`src/hdl/rlbc_pkg.sv`:
```
// ----------------------------------------------------------------------------
// RGB LED blink controller package
// Shared types, codes and the preset color table.
// ----------------------------------------------------------------------------
package rlbc_pkg;

  // Fixed field widths
  localparam int unsigned TIME_W    = 15;
  localparam int unsigned LIMIT_W   = 16;
  localparam int unsigned REPEAT_W  = 15;
  localparam int unsigned ELAPSED_W = 16;
  localparam int unsigned COLOR_W   = 3;
  localparam int unsigned LEVEL_W   = 8;

  localparam logic [LEVEL_W-1:0]   LEVEL_FULL  = 8'hFF;
  localparam logic [LEVEL_W-1:0]   LEVEL_DARK  = 8'h00;
  localparam logic [ELAPSED_W-1:0] ELAPSED_MAX = 16'hFFFF;
  localparam logic [LIMIT_W-1:0]   LIMIT_ENDLESS = 16'hFFFF;

  // Command codes
  typedef enum logic [1:0] {
    OP_TICK  = 2'd0,
    OP_ON    = 2'd1,
    OP_OFF   = 2'd2,
    OP_BLINK = 2'd3
  } op_e;

  // Blink phase, reported as mode
  typedef enum logic [1:0] {
    PH_IDLE = 2'd0,
    PH_LIT  = 2'd1,
    PH_DARK = 2'd2
  } phase_e;

  // Preset color codes
  typedef enum logic [COLOR_W-1:0] {
    COL_RED     = 3'd0,
    COL_GREEN   = 3'd1,
    COL_BLUE    = 3'd2,
    COL_YELLOW  = 3'd3,
    COL_CYAN    = 3'd4,
    COL_MAGENTA = 3'd5,
    COL_WHITE   = 3'd6,
    COL_NONE    = 3'd7
  } color_e;

  typedef struct packed {
    logic [LEVEL_W-1:0] red;
    logic [LEVEL_W-1:0] green;
    logic [LEVEL_W-1:0] blue;
  } rgb_t;

  // One command as it travels from the input register to the engine
  typedef struct packed {
    op_e                       op;
    logic [COLOR_W-1:0]        color;
    logic [TIME_W-1:0]         on_time;
    logic [TIME_W-1:0]         off_time;
    logic signed [LIMIT_W-1:0] repeat_limit;
  } item_t;

  typedef struct packed {
    rgb_t        levels;
    logic [1:0]  mode;
  } result_t;

  // Map a preset to levels; the unused code keeps the current levels
  function automatic rgb_t color_levels(logic [COLOR_W-1:0] color, rgb_t cur);
    rgb_t lv;
    lv = cur;
    case (color_e'(color))
      COL_RED:     lv = '{LEVEL_FULL, LEVEL_DARK, LEVEL_DARK};
      COL_GREEN:   lv = '{LEVEL_DARK, LEVEL_FULL, LEVEL_DARK};
      COL_BLUE:    lv = '{LEVEL_DARK, LEVEL_DARK, LEVEL_FULL};
      COL_YELLOW:  lv = '{LEVEL_FULL, LEVEL_FULL, LEVEL_DARK};
      COL_CYAN:    lv = '{LEVEL_DARK, LEVEL_FULL, LEVEL_FULL};
      COL_MAGENTA: lv = '{LEVEL_FULL, LEVEL_DARK, LEVEL_FULL};
      COL_WHITE:   lv = '{LEVEL_FULL, LEVEL_FULL, LEVEL_FULL};
      default:     lv = cur;
    endcase
    return lv;
  endfunction

endpackage

```
`src/hdl/rlbc_engine.sv`:
```
// ----------------------------------------------------------------------------
// RGB LED blink controller engine
// Holds the blink state and applies one command per step.
// ----------------------------------------------------------------------------
module rlbc_engine #(
  parameter int unsigned DURATION_BITS = 15
) (
  input  logic                 clk_i,
  input  logic                 rst_ni,
  input  logic                 step_i,
  input  rlbc_pkg::item_t      item_i,
  output rlbc_pkg::result_t    result_o
);

  localparam int unsigned LenW =
      (DURATION_BITS < rlbc_pkg::TIME_W) ? DURATION_BITS : rlbc_pkg::TIME_W;

  rlbc_pkg::phase_e                          phase_q, phase_d;
  logic [rlbc_pkg::ELAPSED_W-1:0]            elapsed_q, elapsed_d;
  logic [rlbc_pkg::REPEAT_W-1:0]             repeats_q, repeats_d;
  logic [rlbc_pkg::COLOR_W-1:0]              color_q, color_d;
  logic [LenW-1:0]                           lit_q, lit_d;
  logic [LenW-1:0]                           dark_q, dark_d;
  logic signed [rlbc_pkg::LIMIT_W-1:0]       limit_q, limit_d;
  rlbc_pkg::rgb_t                            levels_q, levels_d;

  logic [rlbc_pkg::ELAPSED_W-1:0]            elapsed_inc;
  logic [rlbc_pkg::ELAPSED_W-1:0]            lit_ext, dark_ext;
  logic [rlbc_pkg::REPEAT_W-1:0]             repeats_inc;
  logic                                      again;

  // Saturating tick count and zero-extended phase lengths
  assign elapsed_inc = (elapsed_q != rlbc_pkg::ELAPSED_MAX) ?
                       elapsed_q + 1'b1 : elapsed_q;
  assign lit_ext     = {{(rlbc_pkg::ELAPSED_W-LenW){1'b0}}, lit_q};
  assign dark_ext    = {{(rlbc_pkg::ELAPSED_W-LenW){1'b0}}, dark_q};
  assign repeats_inc = repeats_q + 1'b1;

  // Continue blinking while the repeat count stays below the limit, or always when the limit is endless
  always_comb begin
    if (limit_q == rlbc_pkg::LIMIT_ENDLESS) begin
      again = 1'b1;
    end else begin
      again = $signed({1'b0, repeats_inc}) < limit_q;
    end
  end

  // Apply one command to the state
  always_comb begin
    phase_d   = phase_q;
    elapsed_d = elapsed_q;
    repeats_d = repeats_q;
    color_d   = color_q;
    lit_d     = lit_q;
    dark_d    = dark_q;
    limit_d   = limit_q;
    levels_d  = levels_q;
    case (item_i.op)
      rlbc_pkg::OP_TICK: begin
        if (phase_q == rlbc_pkg::PH_LIT) begin
          elapsed_d = elapsed_inc;
          if (elapsed_inc >= lit_ext) begin
            levels_d  = '0;
            elapsed_d = '0;
            phase_d   = rlbc_pkg::PH_DARK;
          end
        end else if (phase_q == rlbc_pkg::PH_DARK) begin
          elapsed_d = elapsed_inc;
          if (elapsed_inc >= dark_ext) begin
            if (limit_q != rlbc_pkg::LIMIT_ENDLESS) begin
              repeats_d = repeats_inc;
            end
            if (again) begin
              levels_d  = rlbc_pkg::color_levels(color_q, levels_q);
              elapsed_d = '0;
              phase_d   = rlbc_pkg::PH_LIT;
            end else begin
              phase_d = rlbc_pkg::PH_IDLE;
            end
          end
        end
      end
      rlbc_pkg::OP_ON: begin
        levels_d = rlbc_pkg::color_levels(item_i.color, levels_q);
        phase_d  = rlbc_pkg::PH_IDLE;
      end
      rlbc_pkg::OP_OFF: begin
        levels_d = '0;
        phase_d  = rlbc_pkg::PH_IDLE;
      end
      rlbc_pkg::OP_BLINK: begin
        lit_d     = item_i.on_time[LenW-1:0];
        dark_d    = item_i.off_time[LenW-1:0];
        limit_d   = item_i.repeat_limit;
        repeats_d = '0;
        elapsed_d = '0;
        color_d   = item_i.color;
        levels_d  = rlbc_pkg::color_levels(item_i.color, levels_q);
        phase_d   = rlbc_pkg::PH_LIT;
      end
      default: begin
        phase_d = phase_q;
      end
    endcase
  end

  // Advance the state on each step
  always_ff @(posedge clk_i or negedge rst_ni) begin
    if (!rst_ni) begin
      phase_q   <= rlbc_pkg::PH_IDLE;
      elapsed_q <= '0;
      repeats_q <= '0;
      color_q   <= '0;
      lit_q     <= '0;
      dark_q    <= '0;
      limit_q   <= '0;
      levels_q  <= '0;
    end else if (step_i) begin
      phase_q   <= phase_d;
      elapsed_q <= elapsed_d;
      repeats_q <= repeats_d;
      color_q   <= color_d;
      lit_q     <= lit_d;
      dark_q    <= dark_d;
      limit_q   <= limit_d;
      levels_q  <= levels_d;
    end
  end

  // Result reflects the state after this command
  assign result_o.levels = levels_d;
  assign result_o.mode   = phase_d;

endmodule

```
`src/hdl/rgb_led_blink_controller.sv`:
```
// ----------------------------------------------------------------------------
// RGB LED blink controller
// Command-driven PWM level generator for an RGB LED with timed blinking.
// ----------------------------------------------------------------------------
// Usage:
//   Commands enter on the in_valid_i/in_ready_o channel: a millisecond tick,
//   on with a preset color, off, or blink with lit and dark lengths in ticks
//   and a repeat limit (-1 blinks forever). Every command gives exactly one
//   result on out_valid_o/out_ready_i: the three PWM levels and the mode
//   (idle, lit phase, dark phase) after that command.
//   A result is registered: its command waits in the input register, and
//   the engine's result is written to the result register when the command
//   leaves it, so a receiver stall can hold the command there.
//   Throughput is one command per cycle while the receiver takes results;
//   the state update is a single compare-and-add pass.
//   When the receiver stalls, the result register holds; an empty input
//   register still takes one command, and in_ready_o stays low while the
//   input register is full until the result is taken.
//   Reset clears the valid flags of both registers and the engine state: mode
//   idle, LED off, all counters and blink settings zero; payloads are not reset.
// ----------------------------------------------------------------------------
module rgb_led_blink_controller #(
  parameter int unsigned DURATION_BITS = 15
) (
  input  logic                               clk_i,
  input  logic                               rst_ni,
  input  logic                               in_valid_i,
  output logic                               in_ready_o,
  input  logic [1:0]                         op_i,
  input  logic [rlbc_pkg::COLOR_W-1:0]       color_i,
  input  logic [rlbc_pkg::TIME_W-1:0]        on_time_i,
  input  logic [rlbc_pkg::TIME_W-1:0]        off_time_i,
  input  logic signed [rlbc_pkg::LIMIT_W-1:0] repeat_limit_i,
  output logic                               out_valid_o,
  input  logic                               out_ready_i,
  output logic [rlbc_pkg::LEVEL_W-1:0]       red_level_o,
  output logic [rlbc_pkg::LEVEL_W-1:0]       green_level_o,
  output logic [rlbc_pkg::LEVEL_W-1:0]       blue_level_o,
  output logic [1:0]                         mode_o
);

  rlbc_pkg::item_t   item_q;
  logic              in_valid_q;
  rlbc_pkg::result_t result_d;
  rlbc_pkg::result_t result_q;
  logic              out_valid_q;
  logic              in_fire;
  logic              step;

  // Move the held command to the result register when it has room
  assign step       = in_valid_q && (!out_valid_q || out_ready_i);
  assign in_ready_o = !in_valid_q || step;
  assign in_fire    = in_valid_i && in_ready_o;

  // Track occupancy of both registers
  always_ff @(posedge clk_i or negedge rst_ni) begin
    if (!rst_ni) begin
      in_valid_q  <= 1'b0;
      out_valid_q <= 1'b0;
    end else begin
      in_valid_q <= in_fire || (in_valid_q && !step);
      if (step) begin
        out_valid_q <= 1'b1;
      end else if (out_ready_i) begin
        out_valid_q <= 1'b0;
      end
    end
  end

  // Capture the command payload on each transaction
  always_ff @(posedge clk_i) begin
    if (in_fire) begin
      item_q.op           <= rlbc_pkg::op_e'(op_i);
      item_q.color        <= color_i;
      item_q.on_time      <= on_time_i;
      item_q.off_time     <= off_time_i;
      item_q.repeat_limit <= repeat_limit_i;
    end
  end

  rlbc_engine #(
    .DURATION_BITS(DURATION_BITS)
  ) u_engine (
    .clk_i   (clk_i),
    .rst_ni  (rst_ni),
    .step_i  (step),
    .item_i  (item_q),
    .result_o(result_d)
  );

  // Hold the result until it is taken
  always_ff @(posedge clk_i) begin
    if (step) begin
      result_q <= result_d;
    end
  end

  assign out_valid_o   = out_valid_q;
  assign red_level_o   = result_q.levels.red;
  assign green_level_o = result_q.levels.green;
  assign blue_level_o  = result_q.levels.blue;
  assign mode_o        = result_q.mode;

endmodule
```
`config.mk`:
```
export PLATFORM = sky130hd
export DESIGN_NAME = rgb_led_blink_controller
export DESIGN_NICKNAME = d
export VERILOG_FILES = /design/src/hdl/rlbc_pkg.sv /design/src/hdl/rlbc_engine.sv /design/src/hdl/rgb_led_blink_controller.sv
export SDC_FILE = /design/constraint.sdc
export NUM_CORES = 1
export LEC_CHECK = 0
export BUFFER_PORTS_ARGS = -buffer_cell sky130_fd_sc_hd__buf_4
export CAP_MARGIN = 30
export CORE_MARGIN = 3
export CORE_UTILIZATION = 25
export DETAILED_ROUTE_END_ITERATION = 8
export PLACE_DENSITY_LB_ADDON = 0.3
export SYNTH_ARGS = -nofsm -noshare
export SYNTH_HDL_FRONTEND = slang
export SYNTH_SLANG_ARGS = --single-unit
```
`constraint.sdc`:
```
create_clock -name clk_i -period 7.1 [get_ports clk_i]
set_clock_uncertainty 0.1 [all_clocks]
set_input_delay 1.42 -clock clk_i [delete_from_list [all_inputs] [get_ports clk_i]]
set_output_delay 1.42 -clock clk_i [all_outputs]
set_load 0.05 [all_outputs]
```
[After elaboration in Yosys (flattened, before gate mapping)]
Cells that the tools add are included.
Word-level totals
  register bits: 185
  bits of input ports: 55
  output and inout bits: 28
Cells by class
  add/subtract/negate cells: 2
  $lt $le $gt $ge: 3
  equal/unequal tests: 25
  mux-type cells: 29
  reduce and logical (&&, ||, !) cells: 19
Operator list (count)
  $pmux 24 s7: 2
  $mux 24: 5
  $mux 16: 6
  $pmux 24 s3: 1
  $mux 15: 4
  $ge 16x15->1: 2
  $ne 16x16->1 const B: 2
  $pmux 16 s2: 1
  $pmux 15 s2: 1
  $eq 3x3->1 const B: 6
  $add 16x1->16 const B: 1
  $eq 16x16->1 const B: 1
  $lt 16x16->1: 1
  $add 15x1->15 const B: 1
  $eq 3x2->1 const B: 4
  $mux 2: 4
  $eq 2x2->1 const B: 3
  $eq 3x1->1 const B: 2
  $logic_not 3->1: 2
  $ne 2x1->1 const B: 3
  $pmux 2 s3: 1
  $reduce_and 6->1: 1
  $eq 2x1->1 const B: 2
  $mux 1: 4
  other kinds (10): 18

[Logic depth before layout (Yosys ltp)]
Gate-level depths: netlist of the first run.
  depth in word-level cells: 8
  gate-level depth with buffers: 18
  mapped depth without buffers: 15

[Cells and area by module]
A second synthesis of the first run with hierarchy kept.
Unflattened totals
  cell total of the unflattened synthesis: 786
  area total of the unflattened synthesis: 9083.7 um^2
By module, submodules not included
  rlbc_engine: times used 1, cells each 701, area each 6667.6 um^2, sequential area each 2652.5 um^2
  rgb_led_blink_controller: times used 1, cells each 85, area each 2416.1 um^2, sequential area each 2362.3 um^2

[Worst setup path after synthesis of the first run]
Ideal clock, no wire load.
  path type: register to register
  from: register u_engine.elapsed_q[3] in the netlist's numbering
  to: register result_q, in the netlist green_level_o[0], data pin
  setup time: 0.152 ns
  data arrival time: 4.181 ns
  required time: 6.848 ns
  path slack: 2.667 ns
  stages on the path, launching flop included: 18
  buffers on the path: 4
  clock period less this slack: 4.433 ns
  cell sequence: dfrtp_1 buf_2 nand4_2 or4_1 buf_2 or3_4 buf_6 nand4_1 xnor2_1 ha_1 a211oi_1 o21ai_0 o311a_1 a311o_1 o211ai_1 nor2_1 clkbuf_1 o21ai_0
RTL lines
  start, declared: RTL line rlbc_engine.sv:19  | logic [rlbc_pkg::ELAPSED_W-1:0] elapsed_q, elapsed_d;
  start signal, assigned: RTL line rlbc_engine.sv:120  | elapsed_q <= elapsed_d;
  end signal, assigned: RTL line rgb_led_blink_controller.sv:94  | result_q <= result_d;
  end, declared: RTL line rgb_led_blink_controller.sv:45  | rlbc_pkg::result_t result_q;

==> impl_metrics.toml, run 1 <==
[outcome]
status = "finished, final reports clean"

[yosys]
yosys.area.top_type = "dfrtp_1"
ys_seq_area_share_pct = 52.8
yosys_register_bits = 185
synth_flop_cell = "dfrtp_1"
async_flop_share_pct = 58.4
synth_edf_count = 77
synth_area_leaders = "dfrtp_1, edfxtp_1, ha_1, mux2_2, nand2_1"
syn_inst = 842
synth_top_area_share_pct = 28.5
yosys_warnings = 0
synth.distinct_cells = 76
syn_area_um2 = 9500
synth_nets = 947
synth.avg_cell_area_um2 = 11.3

[grt]
grt_pass1_vias = 6541
track_usage_pct = 11.2
grt_start_max_net_pins = 66
grt_first_pass_wirelength_mm = 36.3
antenna_found_initial = 0
grt_overflow = 0

[clocking]
cts.path.max_buffers = 2
worstSkewPairLatency_ns = 0.45
postCtsSetupBuffers = 0
clkTransAtPathRegs_ns = 0.08
cts_resized = 0
clock-sinks = 185
cts_hold_buf = 0
cts_buffers = 17
htree_levels = 4
cts_root_buffer = "clkbuf_16"
cts_tree = "built"

[floorplan]
die_x_um = 201
core-area_um2 = 37000
num_io_pins = 83
initial_core_util_pct = 25.6
die_h_um = 201
die_area_um2 = 40400
rows = 70

[power]
power.density_nw_per_um2 = 297
p_total_uw = 3360
leakagePower_uw = 0.00484
ir_drop_mv = 0.195

[sta]
period_needed_ns = 5.42
setup_slack_ns = 1.68
slew_viol_final = 0
worst-slew-pin-transition_ns = 0.941
hold_violations = 0
setup_viol = 0
fin_tns_setup_ns = 0
rsz0062_at_grt = "no"
relSlewSlack_pct = 37.0
fmax_ghz = 0.185
period_share_pct = 76.3

[drt]
drtIter0Drc = 391
drc = 0
detail-route-antenna-nets = 0
wl_mm = 21.8
drt-wirelength-per-cell_um = 15.1
drtPass1Iterations = 4
drt-vias-per-instance = 4.52
via_count = 6509

[critical_path]
slowest_delay_ns = 0.75
cp.required_ns = 7.16
path_cells = "ha_1 > nand3_1 > nor4_1 > and3_1 > nand3_1 > xnor2_1 > ha_1 > nand4b_1 > nor3_1 > a2111oi_1 > a31o_2 > o211ai_1 > nor2_1 > o21ai_0"
startpoint_type = "flop"
cp_data_arrival_time_ns = 5.48
worstRegToRegCells = 14
path_class = "flop to flop"
crit_fanout = 15
cp-end-kind = "flop"
worst_path_max_delay_cell = "nor4_1"

[final_layout]
syn2layout_area_growth_pct = 19.1
diodes = 0
stdcell_count = 1440
nNetsFinal = 1028
layout-drive-gt1-share_pct = 22.2

[place]
port_buffers = 82
placed_cells = 1406
gp_congestion = 0.817
pre_cts_slack_ns = 1.71
dp_hpwl_mm = 15.7

[min_path]
hp-class = "flop to flop"
holdPathStages = 1

[run]
drv_cap = 0
## metal layers
layer | up-vias | GRT usage, % | routed length [um]
li1 | 3238 | - | -
met1 | 3108 | 15.8 | 10600
met2 | 143 | 16.9 | 9740
met3 | 20 | 3.24 | 1130
met4 | 0 | 3.26 | 308
met5 | - | 0 | 0
## cell usage in the layout (no fill, tap or decap), types with 8 or more instances in the layout
master / n
dfrtp_1: 108
buf_4: 87
edfxtp_1: 77
nand2_1: 72
inv_1: 64
mux2_2: 53
o21ai_0: 53
ha_1: 50
a21oi_1: 46
nor2_1: 29
nand2b_1: 27
a21o_1: 24
xnor2_1: 22
clkbuf_16: 17
nand3_1: 16
nor3_1: 12
and3_1: 9
o22ai_1: 9
nand4_1: 8
nor4_1: 8
## critical path, delay by kind of cell, from the launching register on
| family | cells | cell delay, ns |
|---|---|---|
| xor+xnor | 1 | 0.23 |
| fa+ha+maj | 2 | 0.55 |
| flops | 1 | 0.42 |
| compound gates | 4 | 1.55 |
| simple gates | 7 | 2.27 |
## cell type report
| type | instances | area (um2) |
|---|---|---|
| Fill cell | 3757 | 25700 |
| Tap cell | 504 | 631 |
| Inverter | 65 | 244 |
| Timing Repair Buffer | 90 | 678 |
| Clock inverter | 15 | 195 |
| Sequential cell | 185 | 5010 |
| Multi-Input combinational cell | 564 | 4130 |
| Clock buffer | 17 | 425 |
## cell usage after synthesis (all sizes together) (3+ instances only)
cell type	n
dfrtp	108
edfxtp	77
nand2	74
inv	64
o21ai	56
mux2	53
ha	50
a21oi	46
nor2	29
nand2b	27
a21o	24
xnor2	22
nand3	17
clkbuf	16
nor3	13
buf	12
nand4	10
nor4	10
and3	9
o22ai	9
a211oi	8
and2	8
nor2b	7
or2	7
mux2i	6
o21a	6
a22o	5
a31o	5
o31ai	5
a221o	4
a2bb2oi	4
a31oi	4
xor2	4
a2111oi	3
a311o	3
a311oi	3
o2111ai	3
or3	3
or4	3
## flip-flops by register name, indices dropped and copies added, names as in the netlist
| name | count |
|---|---|
| blue_level_o | 8 |
| green_level_o | 8 |
| in_valid_q | 1 |
| item_q | 51 |
| mode_o | 2 |
| out_valid_o | 1 |
| red_level_o | 8 |
| u_engine.color_q | 3 |
| u_engine.dark_q | 15 |
| u_engine.elapsed_q | 16 |
| u_engine.levels_q | 24 |
| u_engine.limit_q | 16 |
| u_engine.lit_q | 15 |
| u_engine.phase_q | 2 |
| u_engine.repeats_q | 15 |
## cell families (layout without fill, tap and decap cells)
family,after synthesis,count (layout),share of synthesized area (%)
buffers and inverters,93,187,3.82
AOI/OAI and AO/OA,207,207,15.1
and+or+nand+nor,222,222,12.3
xor gates and xnor gates,26,26,2.40
DFF,185,185,52.8
adders and majority gates,50,50,6.59
muxes,59,59,6.95
## power by group
group          internal, uW  switching (uW)
sequential             1330             146
combinational           385             509
clock                   484             505
## path summary, 6_finish.rpt
kind | end | slack [ns] | start
max in group asynchronous | u_engine.levels_q[1]$_DFFE_PN0P_ | 4.79 | rst_ni
setup / recovery | green_level_o[3]$_DFFE_PP_ | 1.68 | u_engine.repeats_q[0]$_DFFE_PN0P_
setup reg to reg | green_level_o[3]$_DFFE_PP_ | 1.68 | u_engine.repeats_q[0]$_DFFE_PN0P_
min in group asynchronous | u_engine.limit_q[11]$_DFFE_PN0P_ | 0.98 | rst_ni
hold / removal | u_engine.limit_q[14]$_DFFE_PN0P_ | 0.37 | item_q[14]$_DFFE_PP_
hold reg to reg | u_engine.limit_q[14]$_DFFE_PN0P_ | 0.37 | item_q[14]$_DFFE_PP_
## through the flow
| stage | util (%) | hold WS, ns | area, um2 |
|---|---|---|---|
| after floorplan | - | 0.341 | 9500 |
| after global placement | 28.8 | 0.353 | 10700 |
| after detailed placement | 28.8 | 0.357 | 10700 |
| after CTS | 30.5 | 0.376 | 11300 |
| after global routing | 30.5 | 0.389 | 11300 |
| final | 30.5 | 0.370 | 11300 |
(Power assumes the default switching activity.)
==> run 2: changes to the inputs <==
==> constraint.sdc (replaced) <==
create_clock -name clk_i -period 5 [get_ports clk_i]
set_clock_uncertainty 0.1 [all_clocks]
set_input_delay 1 -clock clk_i [delete_from_list [all_inputs] [get_ports clk_i]]
set_output_delay 1 -clock clk_i [all_outputs]
set_load 0.05 [all_outputs]
==> impl_metrics.toml, run 2 (synthesized netlist as in run 1, its figures left out) <==
[drt]
detail-route-antenna-nets = 0
via_count = 6564
drt-wirelength-per-cell_um = 15.7
drtIter0Drc = 358
drt-vias-per-instance = 4.50
drc = 0
drtPass1Iterations = 5
wl_mm = 22.9

[critical_path]
worstRegToRegCells = 14
startpoint = "u_engine.elapsed_q[7]$_DFFE_PN0P_"
cp-end-kind = "flop"
cp_data_arrival_time_ns = 4.83
cp.required_ns = 5.07
r2r_end = "green_level_o[7]$_DFFE_PP_"
startpoint_type = "flop"
reg2reg_from = "u_engine.elapsed_q[7]$_DFFE_PN0P_"
path_class = "flop to flop"
ff2ff_setup_slack_ns = 0.23
crit_fanout = 11
endpoint = "green_level_o[7]$_DFFE_PP_"

[floorplan]
die_x_um = 201
die_h_um = 201
core-area_um2 = 37000
num_io_pins = 83
initial_core_util_pct = 25.6
die_area_um2 = 40400
rows = 70

[final_layout]
largest_reg_flops = 51
reg.largest.list = "item_q x51, u_engine.levels_q x24"
final_common_cell = "buf_4"
nNetsFinal = 1048
diodes = 0
largest_register = "item_q"
syn2layout_area_growth_pct = 21.3
final_util_pct = 31.1
final_cell_mix = "buf_4, dfrtp_1, edfxtp_1"
layout-drive-gt1-share_pct = 23.8

[run]
drv_cap = 0

[grt]
antenna_found_initial = 0
track_usage_pct = 11.7
grt_overflow = 0
grt_pass1_vias = 6721
grt_first_pass_wirelength_mm = 37.8
grt_start_max_net_pins = 66

[sta]
hold_violations = 0
setup_viol = 0
period_needed_ns = 4.77
worst-slew-pin-transition_ns = 0.941
slew_viol_final = 0
fmax_ghz = 0.210
period_share_pct = 95.3
fin_tns_setup_ns = 0
relSlewSlack_pct = 36.7
rsz0062_at_grt = "no"

[min_path]
hp-class = "flop to flop"

[place]
port_buffers = 82
gp_congestion = 0.844
dp_hpwl_mm = 16.7

[clocking]
cts_buffers = 17
cts_tree = "built"
cts.path.max_buffers = 2
cts_root_buffer = "clkbuf_16"
clock-sinks = 185
cts_hold_buf = 0
htree_levels = 4
worstSkewPairLatency_ns = 0.44
clkTransAtPathRegs_ns = 0.07

[power]
leakagePower_uw = 0.00496
ir_drop_mv = 0.260
power.density_nw_per_um2 = 430

[outcome]
status = "finished, final reports clean"
[run 2: what timing repair did]
action,CTS,global route
gates resized for setup,0,3
setup buffers,0,0
setup endpoints to repair,0,5
[run 2: worst min path at each step]
stage / startpoint / end / slack, ns / cells after the start
finish: u_engine.levels_q[20]$_DFFE_PN0P_ / u_engine.levels_q[20]$_DFFE_PN0P_ / 0.37 / 1
global route: u_engine.levels_q[20]$_DFFE_PN0P_ / u_engine.levels_q[20]$_DFFE_PN0P_ / 0.39 / 1
CTS: u_engine.levels_q[18]$_DFFE_PN0P_ / u_engine.levels_q[18]$_DFFE_PN0P_ / 0.37 / 1
detailed placement: u_engine.levels_q[18]$_DFFE_PN0P_ / u_engine.levels_q[18]$_DFFE_PN0P_ / 0.36 / 1
global placement: u_engine.levels_q[18]$_DFFE_PN0P_ / u_engine.levels_q[18]$_DFFE_PN0P_ / 0.35 / 1
floorplan: u_engine.levels_q[16]$_DFFE_PN0P_ / u_engine.levels_q[16]$_DFFE_PN0P_ / 0.34 / 1
[run 2: area by class of cell]
| cell class | instances | area (um2) |
|---|---|---|
| clock buffers | 20 | 437 |
| clock inverters | 12 | 213 |
| fillers | 3787 | 25500 |
| inverters | 65 | 244 |
| multi-input cells | 564 | 4140 |
| flip-flops and latches | 185 | 5010 |
| well taps | 504 | 631 |
| repair buffers | 110 | 838 |
[run 2: stage by stage]
step | std cells | hold WS (ns) | worst slack, ns | area (um2) | power, uW
after global routing | 1460 | 0.386 | 0.0326 | 11500 | 5290
after CTS | 1460 | 0.373 | 0.162 | 11500 | 5000
final | 1460 | 0.370 | 0.234 | 11500 | 4950
after detailed placement | 1428 | 0.357 | 0.192 | 10900 | 3450
after floorplan | 842 | 0.341 | 0.567 | 9500 | 3020
after global placement | 1427 | 0.351 | 0.248 | 10800 | 3420
[run 2: power by group]
part / switching [uW] / internal [uW]
clock network: 625 / 901
registers: 208 / 1890
logic: 752 / 569
total: 1590 / 3360
[run 2: per-layer routing]
metal | up-vias | part of all wire, % | GRT usage, %
li1 | 3268 | - | -
met1 | 3156 | 50 | 16.7
met2 | 123 | 44 | 17.7
met3 | 17 | 3.8 | 2.93
met4 | 0 | 1.4 | 3.11
met5 | - | 0 | 0
[run 2: critical path, stage by stage (launching register included)]
cell	delay [ns]
dfrtp_1	0.49
nand4_2	0.20
or4_1	0.57
or3_4	0.50
nand4_1	0.16
xnor2_1	0.19
ha_1	0.31
a211oi_1	0.20
o21ai_0	0.12
o311a_1	0.39
a311oi_4	0.37
buf_4	0.22
a21oi_1	0.19
a311oi_2	0.34
a2bb2oi_1	0.14
==> run 3: changes to the inputs <==
--- a/config.mk
+++ b/config.mk
@@ -11,6 +11,8 @@
 export CORE_UTILIZATION = 25
 export DETAILED_ROUTE_END_ITERATION = 8
 export PLACE_DENSITY_LB_ADDON = 0.3
+export RECOVER_POWER = 25
+export REMOVE_ABC_BUFFERS = 1
 export SYNTH_ARGS = -nofsm -noshare
 export SYNTH_HDL_FRONTEND = slang
 export SYNTH_SLANG_ARGS = --single-unit
==> constraint.sdc (replaced) <==
create_clock -name clk_i -period 4.54 [get_ports clk_i]
set_clock_uncertainty 0.1 [all_clocks]
set_input_delay 0.908 -clock clk_i [delete_from_list [all_inputs] [get_ports clk_i]]
set_output_delay 0.908 -clock clk_i [all_outputs]
set_load 0.05 [all_outputs]
==> impl_metrics.toml, run 3 (synthesized netlist as in run 1, its figures left out) <==
[final_layout]
final_common_cell = "dfrtp_1"
seqCellArea_um2 = 5010
largest_register = "item_q"
largest_reg_flops = 51
n_fill_cell = 3823
layout-drive-gt1-share_pct = 24.8
multi_input_area_um2 = 4140
diodes = 0
reg.largest.list = "item_q x51, u_engine.levels_q x24"
final_cell_mix = "dfrtp_1, edfxtp_1, buf_4"
nNetsFinal = 1067
stdcell_count = 1479
syn2layout_area_growth_pct = 21.8

[floorplan]
die_area_um2 = 40400
initial_core_util_pct = 25.6
num_io_pins = 83
rows = 70
die_h_um = 201
core-area_um2 = 37000
die_x_um = 201

[place]
dp_hpwl_mm = 16.1
placed_cells = 1445
gp_congestion = 0.813
pre_cts_slack_ns = 0.0529
port_buffers = 82

[sta]
rsz0062_at_grt = "no"
worst-slew-pin-transition_ns = 1.74
setup_viol = 0
hold_violations = 0
slew_viol_final = 65
fin_tns_setup_ns = 0
relSlewSlack_pct = -16.1
period_share_pct = 94.2
fmax_ghz = 0.234
setup_slack_ns = 0.263
hold-worst-slack_ns = 0.369
period_needed_ns = 4.28

[clocking]
worstSkewPairLatency_ns = 0.45
cts.path.max_buffers = 2
cts_buffers = 17
clkTransAtPathRegs_ns = 0.07
htree_levels = 4
clock-sinks = 185
cts_tree = "built"
cts_root_buffer = "clkbuf_16"

[critical_path]
reg2reg_from = "u_engine.elapsed_q[1]$_DFFE_PN0P_"
startpoint = "u_engine.elapsed_q[1]$_DFFE_PN0P_"
ff2ff_setup_slack_ns = 0.26
r2r_end = "mode_o[0]$_DFFE_PP_"
cp_data_arrival_time_ns = 4.38
worstRegToRegCells = 15
path_cells = "ha_2 > nand2_1 > or4_1 > or3_4 > nand4_1 > xnor2_1 > ha_1 > a211oi_1 > o21ai_0 > o311a_1 > a311o_2 > o211ai_1 > buf_4 > nand2b_1 > a22o_1"
crit_fanout = 8
path_class = "flop to flop"
startpoint_type = "flop"
worst_path_max_delay_cell = "a311o_2"
cp.required_ns = 4.64
slowest_delay_ns = 0.45
cp-end-kind = "flop"

[run]
drv_cap = 1

[min_path]
hp-start = "u_engine.levels_q[22]$_DFFE_PN0P_"
hp-class = "flop to flop"
whs_endpoint = "u_engine.levels_q[22]$_DFFE_PN0P_"
holdPathStages = 1

[outcome]
status = "finished with violations"
violations = "capacitance limit, slew limit"

[drt]
drtPass1Iterations = 5
wirelength_met1_mm = 10.5
drt-wirelength-per-cell_um = 15.0
via_count = 6711
routed.top_layer = "met4"
route.met2.wl_mm = 10.6
wl_mm = 22.2
drt-vias-per-instance = 4.54
drtIter0Drc = 366
detail-route-antenna-nets = 0
wl_met3_um = 769
drc = 0

[grt]
grt_pass1_vias = 6640
grt_first_pass_wirelength_mm = 36.4
grt_start_max_net_pins = 65
antenna_found_initial = 0
grt_overflow = 0
track_usage_pct = 11.3

[power]
p_total_uw = 5270
ir_drop_mv = 0.254
power.density_nw_per_um2 = 456
leakagePower_uw = 0.00499
==> run 3: cell count changes in the layout (fill, tap and decap cells not counted), sizes merged <==
cell	delta
inv	-2
clkinvlp	+2
buf	-33
clkbuf	+51
bufinv	-3
clkinv	+4
==> run 3: report_power, final <==
part	switching (uW)	internal, uW
Clock	687	818
Combinational	824	644
Sequential	215	2090
Total	1730	3550
==> run 3: repair_timing <==
item                                    in CTS  in global routing
hold buffers                                 0                  0
setup buffers                                0                  2
endpoints found under the setup margin       0                 60
resized for setup                            0                  5
hold endpoints to repair                     0                  0
==> run 3: how the worst max path moves through the flow <==
stage / end / slack [ns]
after detailed placement: u_engine.levels_q[10]$_DFFE_PN0P_ / 0.05
after CTS: u_engine.levels_q[10]$_DFFE_PN0P_ / 0.03
after global routing: green_level_o[0]$_DFFE_PP_ / 0.01
after global placement: u_engine.levels_q[10]$_DFFE_PN0P_ / 0.15
final: mode_o[0]$_DFFE_PP_ / 0.26
after floorplan: u_engine.elapsed_q[15]$_DFFE_PN0P_ / 0.20
==> run 3: worst max-delay path, delay by kind of cell, from the launching register on <==
| family | cells | cell delay [ns] |
|---|---|---|
| compound gates | 6 | 1.56 |
| simple gates | 5 | 1.11 |
| fa+ha+maj | 2 | 0.51 |
| flops | 1 | 0.38 |
| buf+inv | 1 | 0.20 |
| xor+xnor | 1 | 0.17 |
==> run 3: per-layer routing <==
| metal | vias up | GRT usage (%) |
|---|---|---|
| met5 | - | 0 |
| met4 | 0 | 3.61 |
| met3 | 20 | 2.27 |
| met2 | 111 | 18.2 |
| met1 | 3270 | 15.2 |
| li1 | 3310 | - |
==> run 3: area by class of cell <==
class / instances / area share (%)
well taps: 504 / 5.45
multi-input cells: 564 / 35.8
flip-flops and latches: 185 / 43.3
inverters: 65 / 2.11
clock buffers: 19 / 3.74
repair buffers: 129 / 8.34
clock inverters: 13 / 1.27
==> run 3: metrics by stage <==
stage	util (%)	area (um2)
CTS	31.2	11600
global placement	29.7	11000
detailed placement	29.7	11000
finish	31.2	11600
global route	31.2	11600
floorplan	-	9380
